--- src/rtl/mbp_pkg.sv ---
// shared types, constants and helpers of the msb-first bit packer
package mbp_pkg;

    localparam int AccBits  = 32;
    localparam int FreeW    = 6;
    localparam int ByteCntW = 29;
    localparam int LeftW    = 3;
    localparam int QDepth   = 4;
    localparam int QPtrW    = 2;
    localparam int QCntW    = 3;

    localparam logic [1:0] REQ_PUT   = 2'd0;
    localparam logic [1:0] REQ_FLUSH = 2'd1;
    localparam logic [1:0] REQ_POS   = 2'd2;

    localparam logic KIND_BYTE = 1'b0;
    localparam logic KIND_POS  = 1'b1;

    // one unit of output work: a word to send as bytes, or a position report
    typedef struct packed {
        logic                     kind;
        logic [AccBits-1:0]       data;
        logic [LeftW-1:0]         count;
    } t_job;

    // low n bits set, n in 0..63; 32 and above give all ones
    function automatic logic [AccBits-1:0] low_ones(input logic [FreeW-1:0] n);
        logic [AccBits-1:0] m;
        if (n >= FreeW'(AccBits)) begin
            m = '1;
        end else begin
            m = (AccBits'(1) << n) - AccBits'(1);
        end
        return m;
    endfunction

endpackage

--- src/rtl/msb_first_bit_packer_core.sv ---
// top level of the msb-first bit packer: front, job queue and serializer
// path: a request's job is written into the job queue at its accepting edge; the back then
// loads it from the queue into its output register, from which the first beat is presented
// throughput: a request is taken every cycle while the four-entry job queue has room;
// sustained rate is set by the byte-wide output: an overflowing put costs four beats
// reset: synchronous active-low i_rst_n empties the queue and serializer and resets the front
module msb_first_bit_packer_core (
    input  logic        i_clk,
    input  logic        i_rst_n,
    // request channel
    input  logic        s_axis_tvalid,
    output logic        s_axis_tready,
    input  logic [39:0] s_axis_tdata,   // nbits[5:0], value[37:6], zero[39:38]
    input  logic [1:0]  s_axis_tuser,   // req_type[1:0]
    // result channel
    output logic        m_axis_tvalid,
    input  logic        m_axis_tready,
    output logic [39:0] m_axis_tdata,   // out_byte[7:0], bit_position[39:8]
    output logic [0:0]  m_axis_tuser,   // result_kind[0]
    output logic        m_axis_tlast    // last beat caused by a request
);
    import mbp_pkg::*;

    // accumulator and byte count reset to zero, free bits to 32; no clearing pass is needed

    // front to queue
    logic  fr_push;
    t_job  fr_job;
    logic  q_ready;
    // queue to back
    logic  q_valid;
    logic  bk_pop;
    t_job  q_job;
    // back outputs
    logic        bk_kind;
    logic [7:0]  bk_byte;
    logic [31:0] bk_pos;

    // front: updates the accumulator state once per accepted request
    mbp_front u_front (
        .i_clk     (i_clk),
        .i_rst_n   (i_rst_n),
        .i_valid   (s_axis_tvalid),
        .o_ready   (s_axis_tready),
        .i_req     (s_axis_tuser),
        .i_nbits   (s_axis_tdata[5:0]),
        .i_value   (s_axis_tdata[37:6]),
        .i_q_ready (q_ready),
        .o_push    (fr_push),
        .o_job     (fr_job)
    );

    // queue: lets a stalled output side keep the front running up to four jobs ahead
    mbp_queue u_queue (
        .i_clk   (i_clk),
        .i_rst_n (i_rst_n),
        .i_push  (fr_push),
        .i_job   (fr_job),
        .o_ready (q_ready),
        .i_pop   (bk_pop),
        .o_valid (q_valid),
        .o_job   (q_job)
    );

    // back: registered output, shifts out bytes high first
    mbp_back u_back (
        .i_clk     (i_clk),
        .i_rst_n   (i_rst_n),
        .i_q_valid (q_valid),
        .i_job     (q_job),
        .o_pop     (bk_pop),
        .o_valid   (m_axis_tvalid),
        .i_ready   (m_axis_tready),
        .o_kind    (bk_kind),
        .o_byte    (bk_byte),
        .o_pos     (bk_pos),
        .o_last    (m_axis_tlast)
    );

    assign m_axis_tdata = {bk_pos, bk_byte};
    assign m_axis_tuser = bk_kind;

endmodule

--- src/rtl/mbp_front.sv ---
// request decode, accumulator update and job generation
module mbp_front (
    input  logic                        i_clk,
    input  logic                        i_rst_n,
    input  logic                        i_valid,
    output logic                        o_ready,
    input  logic [1:0]                  i_req,
    input  logic [5:0]                  i_nbits,
    input  logic [31:0]                 i_value,
    input  logic                        i_q_ready,
    output logic                        o_push,
    output mbp_pkg::t_job               o_job
);
    import mbp_pkg::*;

    logic [AccBits-1:0]  r_acc, n_acc;
    logic [FreeW-1:0]    r_free, n_free;
    logic [ByteCntW-1:0] r_bytes, n_bytes;
    logic [FreeW-1:0]    n_sat;
    logic [FreeW-1:0]    rest;
    logic [LeftW-1:0]    fl_cnt;
    logic                job_vld;
    logic                accept;

    assign o_ready = i_q_ready;
    assign accept  = i_valid && i_q_ready;
    assign n_sat   = (i_nbits > FreeW'(AccBits)) ? FreeW'(AccBits) : i_nbits;
    assign rest    = n_sat - r_free;
    assign fl_cnt  = LeftW'(4) - LeftW'(r_free[FreeW-1:3]);

    always_comb begin
        n_acc   = r_acc;
        n_free  = r_free;
        n_bytes = r_bytes;
        job_vld = 1'b0;
        o_job   = '0;
        unique case (i_req)
            REQ_PUT: begin
                if (n_sat != '0) begin
                    if (n_sat <= r_free) begin
                        n_acc  = r_acc | ((i_value & low_ones(n_sat)) << (r_free - n_sat));
                        n_free = r_free - n_sat;
                    end else begin
                        // top up the word with the leading code bits, send it
                        job_vld     = 1'b1;
                        o_job.kind  = KIND_BYTE;
                        o_job.data  = r_acc | ((i_value >> rest) & low_ones(r_free));
                        o_job.count = LeftW'(4);
                        n_acc       = i_value << (FreeW'(AccBits) - rest);
                        n_free      = FreeW'(AccBits) - rest;
                        n_bytes     = r_bytes + ByteCntW'(4);
                    end
                end
            end
            REQ_FLUSH: begin
                job_vld     = (fl_cnt != '0);
                o_job.kind  = KIND_BYTE;
                o_job.data  = r_acc;
                o_job.count = fl_cnt;
                n_acc       = '0;
                n_free      = FreeW'(AccBits);
                n_bytes     = '0;
            end
            REQ_POS: begin
                job_vld     = 1'b1;
                o_job.kind  = KIND_POS;
                o_job.data  = {r_bytes, 3'b000} + AccBits'(FreeW'(AccBits) - r_free);
                o_job.count = LeftW'(1);
            end
            default: begin
                job_vld = 1'b0;
            end
        endcase
    end

    assign o_push = accept && job_vld;

    always_ff @(posedge i_clk) begin
        if (!i_rst_n) begin
            r_acc   <= '0;
            r_free  <= FreeW'(AccBits);
            r_bytes <= '0;
        end else if (accept) begin
            r_acc   <= n_acc;
            r_free  <= n_free;
            r_bytes <= n_bytes;
        end
    end

`ifndef SYNTHESIS
    a_free_range: assert property (@(posedge i_clk) disable iff (!i_rst_n)
        r_free <= FreeW'(AccBits))
        else $error("free bit count out of range");
`endif

endmodule

--- src/rtl/mbp_queue.sv ---
// short job queue between front and back
module mbp_queue (
    input  logic          i_clk,
    input  logic          i_rst_n,
    input  logic          i_push,
    input  mbp_pkg::t_job i_job,
    output logic          o_ready,
    input  logic          i_pop,
    output logic          o_valid,
    output mbp_pkg::t_job o_job
);
    import mbp_pkg::*;

    t_job             r_mem [QDepth];
    logic [QPtrW-1:0] r_wr, r_rd;
    logic [QCntW-1:0] r_count;

    assign o_ready = (r_count != QCntW'(QDepth));
    assign o_valid = (r_count != '0);
    assign o_job   = r_mem[r_rd];

    always_ff @(posedge i_clk) begin
        if (i_push) begin
            r_mem[r_wr] <= i_job;
        end
    end

    always_ff @(posedge i_clk) begin
        if (!i_rst_n) begin
            r_wr    <= '0;
            r_rd    <= '0;
            r_count <= '0;
        end else begin
            if (i_push) begin
                r_wr <= r_wr + QPtrW'(1);
            end
            if (i_pop) begin
                r_rd <= r_rd + QPtrW'(1);
            end
            if (i_push && !i_pop) begin
                r_count <= r_count + QCntW'(1);
            end else if (i_pop && !i_push) begin
                r_count <= r_count - QCntW'(1);
            end
        end
    end

`ifndef SYNTHESIS
    a_no_overrun: assert property (@(posedge i_clk) disable iff (!i_rst_n)
        i_push |-> (r_count != QCntW'(QDepth)))
        else $error("push into full queue");
    a_no_underrun: assert property (@(posedge i_clk) disable iff (!i_rst_n)
        i_pop |-> (r_count != '0))
        else $error("pop from empty queue");
`endif

endmodule

--- src/rtl/mbp_back.sv ---
// job serializer: one byte or one position report per output beat
module mbp_back (
    input  logic          i_clk,
    input  logic          i_rst_n,
    input  logic          i_q_valid,
    input  mbp_pkg::t_job i_job,
    output logic          o_pop,
    output logic          o_valid,
    input  logic          i_ready,
    output logic          o_kind,
    output logic [7:0]    o_byte,
    output logic [31:0]   o_pos,
    output logic          o_last
);
    import mbp_pkg::*;

    logic               r_valid;
    logic               r_kind;
    logic [AccBits-1:0] r_word;
    logic [LeftW-1:0]   r_left;
    logic               beat;

    assign o_valid = r_valid;
    assign o_kind  = r_kind;
    assign o_last  = (r_left == LeftW'(1));
    assign o_byte  = (r_kind == KIND_BYTE) ? r_word[AccBits-1 -: 8] : 8'd0;
    assign o_pos   = (r_kind == KIND_POS) ? r_word : '0;
    assign beat    = r_valid && i_ready;
    assign o_pop   = i_q_valid && (!r_valid || (beat && o_last));

    always_ff @(posedge i_clk) begin
        if (!i_rst_n) begin
            r_valid <= 1'b0;
            r_left  <= '0;
        end else if (o_pop) begin
            r_valid <= 1'b1;
            r_left  <= i_job.count;
        end else if (beat) begin
            r_valid <= !o_last;
            r_left  <= r_left - LeftW'(1);
        end
    end

    always_ff @(posedge i_clk) begin
        if (o_pop) begin
            r_kind <= i_job.kind;
            r_word <= i_job.data;
        end else if (beat) begin
            r_word <= r_word << 8;
        end
    end

`ifndef SYNTHESIS
    a_left_range: assert property (@(posedge i_clk) disable iff (!i_rst_n)
        r_valid |-> (r_left != '0 && r_left <= LeftW'(4)))
        else $error("remaining beat count out of range");
    a_hold_mid_job: assert property (@(posedge i_clk) disable iff (!i_rst_n)
        (beat && !o_last) |=> r_valid)
        else $error("job dropped before its last beat");
`endif

endmodule

--- config.mk ---
export PLATFORM = sky130hd
export DESIGN_NAME = msb_first_bit_packer_core
export DESIGN_NICKNAME = d
export VERILOG_FILES = /design/src/rtl/mbp_pkg.sv /design/src/rtl/msb_first_bit_packer_core.sv /design/src/rtl/mbp_front.sv /design/src/rtl/mbp_queue.sv /design/src/rtl/mbp_back.sv
export SDC_FILE = /design/constraint.sdc
export NUM_CORES = 1
export LEC_CHECK = 0
export ABC_AREA = 0
export BUFFER_PORTS_ARGS = -buffer_cell sky130_fd_sc_hd__buf_2
export CORE_MARGIN = 2
export CORE_UTILIZATION = 47
export CTS_CLUSTER_SIZE = 28
export DETAILED_ROUTE_END_ITERATION = 6
export PLACE_DENSITY = 0.72
export SETUP_SLACK_MARGIN = 0.15
export SLEW_MARGIN = 20
export SYNTH_ARGS = -nofsm -noshare
export SYNTH_HDL_FRONTEND = slang
export SYNTH_SLANG_ARGS = --single-unit
--- constraint.sdc ---
create_clock -name i_clk -period 12.8 [get_ports i_clk]
set_input_delay 0.64 -clock i_clk [delete_from_list [all_inputs] [get_ports i_clk]]
set_output_delay 0.64 -clock i_clk [all_outputs]
set_load 0.005 [all_outputs]
# == Word level (Yosys, flattened, before mapping) ==
# Memory sizes are Yosys's and may differ from the RTL's. A register that Yosys moved wholly into a read port is not among the register bits.
# Cells that the tools add are included.
# word_totals
n_memories,1
regBits,111
in_bits,46
wordCells,103
ramBits,144
# memory_table
memory,depth,width,rd,rd_clocked_by_memory_dff,write_ports,line,text
u_queue.r_mem,4,36,1,1,1,mbp_queue.sv:14,t_job r_mem [QDepth];
# classes
mux,38
magnitude_cmp,4
eq_ne,6
n_bitwise,4
add_sub_neg,14
shift,5
reduce_logical,21
# ops
op,n
$mux W32,13
$pmux W36 S3,1
$and A32 B32 Y32,2
$or A32 B32 Y32,2
$pmux W32 S2,1
$shl A1 B6 Y32 const A,2
$shl A32 B6 Y32,2
$sub A32 B2 Y32 const B,2
$mux W29,2
$pmux W29 S2,1
$mux W36,1
$mux W35,1
$add A32 B32 Y32,1
$shr A32 B6 Y32,1
$add A29 B3 Y29 const B,1
$mux W6,3
$ge A6 B6 Y1 const B,2
$mux W3,4
$pmux W6 S2,1
$sub A6 B6 Y6,2
$mux W8,1
$logic_and A1 B1 Y1,7
$sub A6 B6 Y7 const A,1
$gt A6 B6 Y1 const B,1
23 further kinds,37

# == Depth between registers and ports, before layout ==
# logic_depth
word_depth,14
mapped_depth,22
mapped_depth_nobuf,16

# == Cells and area by module ==
# Synthesis repeated with hierarchy kept, for this count alone.
# unflattened
cells_unflattened,2168
hier_area_um2,20489.7
# by_module_without_submodules
module,area_per_inst_um2,cells_per_inst,instances,seq_area_each_um2
mbp_front,12793.5,1786,1,1301.2
mbp_queue,5695.5,232,1,4504.3
mbp_back,2000.7,150,1,1071.0

# == Worst setup path before layout ==
# Ideal clock, no wire load.
# synth_path
path_kind,input port to flip-flop
start,in s_axis_tdata[5]
end,reg u_front.r_acc[31]
path_buffers,8
path_slack_ns,7.398
cell_stages,22
required_time_ns,12.737
arrival_ns,5.340
path_cell_list,buf_2 inv_2 clkbuf_1 nand2_1 ha_1 inv_1 fa_1 clkbuf_1 buf_2 buf_2 inv_1 ha_1 buf_2 buf_2 clkbuf_1 a211oi_1 a21oi_1 mux2i_1 mux4_2 a2111oi_0 nand4_1 nand3_1
# synth_between
elab_chain_len,14
# synth_rtl
item,line,text
"start, declared",msb_first_bit_packer_core.sv:13,"input logic [39:0] s_axis_tdata,"
$gt A6 B6 Y1,mbp_front.sv:27,assign n_sat = (i_nbits > FreeW'(AccBits)) ? FreeW'(AccBits) : i_nbits;
$mux W6 *,mbp_front.sv:27,
$shl A1 B6 Y32,mbp_pkg.sv:32,m = (AccBits'(1) << n) - AccBits'(1);
$sub A32 B2 Y32,mbp_pkg.sv:32,
$mux W32,mbp_pkg.sv:29,if (n >= FreeW'(AccBits)) begin
$mux W32,mbp_front.sv:40,if (n_sat <= r_free) begin
$mux W32,mbp_front.sv:39,if (n_sat != '0) begin
$mux W32,mbp_front.sv:37,unique case (i_req)
$and A32 B32 Y32,mbp_front.sv:41,n_acc = r_acc | ((i_value & low_ones(n_sat)) << (r_free - n_sat));
$shl A32 B6 Y32,mbp_front.sv:41,
$or A32 B32 Y32,mbp_front.sv:41,
$mux W32,mbp_front.sv:40,
$mux W32,mbp_front.sv:39,
$pmux W32 S2,mbp_front.sv:37,
"end signal, assigned",mbp_front.sv:84,r_acc <= n_acc;
"end, declared",mbp_front.sv:16,"logic [AccBits-1:0] r_acc, n_acc;"
# Every way passes the cells marked *; elsewhere a longest branch is shown, timed or not. The select of a mux whose other input is x is not followed.
# A chain may end at the register's enable or synchronous reset.

# == Final worst setup path ==
# Same ends and word-level chain as after synthesis.

==> flow_metrics.env <==
export IMPL_status="finished clean"
export IMPL_finalCritPeriodShare_pct=46.3
export IMPL_n_antenna_cell=0
export IMPL_gp_congestion=1.04
export IMPL_layout_drive_gt1_share_pct=15.8
export IMPL_grt_pass1_wl_um=102000
export IMPL_worst_clock_skew_ns=0.0205
export IMPL_die_y_um=211
export IMPL_setup_tns_final_ns=0
export IMPL_rsz0062_at_grt="no"
export IMPL_routed_wl_um=67200
export IMPL_leakage_nw=7.98
export IMPL_gr_total_overflow=0
export IMPL_synth_area_leaders="edfxtp_1, mux4_2, dfxtp_1"
export IMPL_dr_pass1_iters=5
export IMPL_syn_area_per_cell_um2=9.49
export IMPL_syn_to_final_growth_pct=8.40
export IMPL_worst_pin_slew_ns=1.13
export IMPL_layout_commonest_cell="nand2_1"
export IMPL_clock_latency_ns=0.53
export IMPL_hold_buffers=0
export IMPL_fillCellCount=3746
export IMPL_hp_class="input port to register"
export IMPL_dp_slack_ns=6.50
export IMPL_ys_seq_area_share_pct=34.2
export IMPL_synth_edf_count=177
export IMPL_hold_slack_ns=0.497
export IMPL_drtIter0Drc=2164
export IMPL_yosys_warnings=0
export IMPL_placedCellCount=2621
export IMPL_synth_fp_nets=2227
export IMPL_cp_startpoint="s_axis_tdata[5]"
export IMPL_fin_util_pct=51.8
export IMPL_r2r_start="u_front.r_free[1]$_SDFFE_PN0P_"
export IMPL_min_period_ns=5.93
export IMPL_drv_slew=0
export IMPL_synth_seq_cells=255
export IMPL_critPathMaxFanout=38
export IMPL_clockRootBuffer="clkbuf_16"
export IMPL_grt_usage_pct=29.7
export IMPL_min_delay_start="m_axis_tready"
export IMPL_final_setup_worst_slack_ns=6.87
export IMPL_startpoint_type="input port"
export IMPL_endpoint_kind="register"
export IMPL_ctsHtreeMaxLevel=1
export IMPL_antenna_found_initial=1
export IMPL_remaining_drc_errors=0
export IMPL_fin_nets=2218
export IMPL_ys_types=102
export IMPL_grt_pass1_vias=16800
export IMPL_async_reset_ff_share_pct=0
export IMPL_arrival_ns=6.39
export IMPL_start_util_pct=47.8
export IMPL_max_vdd_ir_drop_v=0.000106
export IMPL_slew_headroom_pct=24.0
export IMPL_cts_path_max_buffers=3
export IMPL_num_rows=75
export IMPL_ys_flop_type="edfxtp_1"
export IMPL_grt_max_degree=61
export IMPL_cts_buffers=26
export IMPL_final_hold_viol_count=0
export IMPL_critical_path_class="input port to register"
export IMPL_cts_setup_buffers=0
export IMPL_clk_pin_slew_ns=0.07
export IMPL_final_cell_mix="nand2_1, edfxtp_1, nor2_1, a21oi_1, mux4_2"
export IMPL_vias_per_cell=6.77
export IMPL_synth_top_area_share_pct=26.4
export IMPL_cts_resized=0
export IMPL_cts_tree="yes"
export IMPL_ant_nets=0
export IMPL_synth_area_mm2=0.0201
export IMPL_power_per_cell_area_mw_per_mm2=161
export IMPL_required_ns=13.26
export IMPL_die_x_um=211
export IMPL_fin_cells=2669
export IMPL_numClockSinks=255
export IMPL_setup_violations_final=0
export IMPL_io_pins=90
export IMPL_io_buffers=87
export IMPL_num_vias=18100
export IMPL_core_mm2=0.0420
export IMPL_dp_hpwl_um=48400
export IMPL_wl_per_cell_um=25.2
export IMPL_fmax_mhz=169
export IMPL_die_area_mm2=0.0444
export IMPL_yosysTopAreaCell="edfxtp_1"
export IMPL_cap_violations=0
export IMPL_syn_inst=2119
-- registers in the layout, indices dropped and copies added (netlist names), named ones only --
signal / count
u_queue.r_count: 3
u_queue.r_wr: 2
u_queue.r_rd: 2
u_back.r_word: 32
u_front.r_acc: 32
u_queue.r_mem: 144
u_front.r_free: 6
u_back.o_valid: 1
u_back.o_kind: 1
u_back.r_left: 3
u_front.r_bytes: 27
-- critical path, cell delays in order --
cell and delay [ns]:
buf_2 0.08, buf_4 0.35, inv_2 0.20, nand2_1 0.20
ha_1 0.19, inv_1 0.06, fa_2 1.19, inv_1 0.17
ha_1 0.73, buf_4 0.49, mux2i_1 0.16, mux2_2 0.30
mux2i_1 0.30, inv_1 0.08, mux4_2 0.51, a2111oi_0 0.46
nand4_1 0.16, nand3_1 0.10
-- metrics by stage --
stage | total power [mW] | area (um2)
floorplan | 2.22 | 20100
finish | 3.52 | 21800
global placement | 2.70 | 20900
global route | 3.69 | 21800
CTS | 3.49 | 21800
detailed placement | 2.72 | 20900
-- routing by layer --
metal  vias to the layer above  global-route usage (%)  share of wire (%)
met3                       172                    4.43                9.0
met4                         2                    14.6                5.5
met2                      1047                    47.8                 46
met1                      8709                    39.4                 40
met5                         -                       0              0.019
li1                       8137                       -                  -
-- power breakdown --
group / switching, mW / total [mW] / internal [mW]
sequential: 0.0708 / 1.11 / 1.04
clock: 0.318 / 0.773 / 0.454
combinational: 0.992 / 1.64 / 0.645
-- final cells by class --
| cell class | count | area [um2] | area share (%) |
|---|---|---|---|
| Inverter | 52 | 195 | 0.896 |
| Tap cell | 539 | 674 | 3.09 |
| Timing Repair Buffer | 124 | 713 | 3.27 |
| Clock buffer | 28 | 658 | 3.02 |
| Sequential cell | 255 | 6880 | 31.6 |
| Clock inverter | 20 | 215 | 0.987 |
| Multi-Input combinational cell | 1651 | 12500 | 57.2 |
-- worst paths after layout --
path | to | slack [ns] | depth (start not counted)
hold reg to reg | u_front.r_acc[21]$_SDFFE_PN0P_ | 0.50 | 2
setup reg to reg | u_front.r_acc[31]$_SDFFE_PN0P_ | 7.12 | 13
hold / removal | u_back.o_valid$_SDFFE_PN0P_ | 0.50 | 4
setup / recovery | u_front.r_acc[31]$_SDFFE_PN0P_ | 6.87 | 18
-- cell usage after synthesis (25+ instances only) --
| cell type | instances |
|---|---|
| a211oi_1 | 43 |
| a21o_1 | 33 |
| a21oi_1 | 123 |
| a31oi_1 | 27 |
| and2_1 | 54 |
| buf_2 | 28 |
| clkbuf_1 | 112 |
| dfxtp_1 | 78 |
| edfxtp_1 | 177 |
| ha_1 | 59 |
| inv_1 | 50 |
| mux2_2 | 37 |
| mux2i_1 | 77 |
| mux4_2 | 94 |
| nand2_1 | 227 |
| nand3_1 | 51 |
| nor2_1 | 163 |
| nor2b_1 | 32 |
| nor3_1 | 54 |
| o211ai_1 | 25 |
| o21ai_0 | 80 |
| o21ai_1 | 25 |
| xnor2_1 | 44 |
-- cells by family (layout without fill, tap and decap cells) --
family	Yosys count	count (layout)	share of synthesized area (%)
xor gates and xnor gates	71	71	3.20
AOI/OAI and AO/OA	588	588	20.2
buffers and inverters	213	224	4.32
muxes	212	212	16.7
DFF	255	255	34.2
adders and majority gates	62	62	3.97
other	1	1	0.0187
and+or+nand+nor	717	717	17.4
Power figures use the tool's default switching activity.
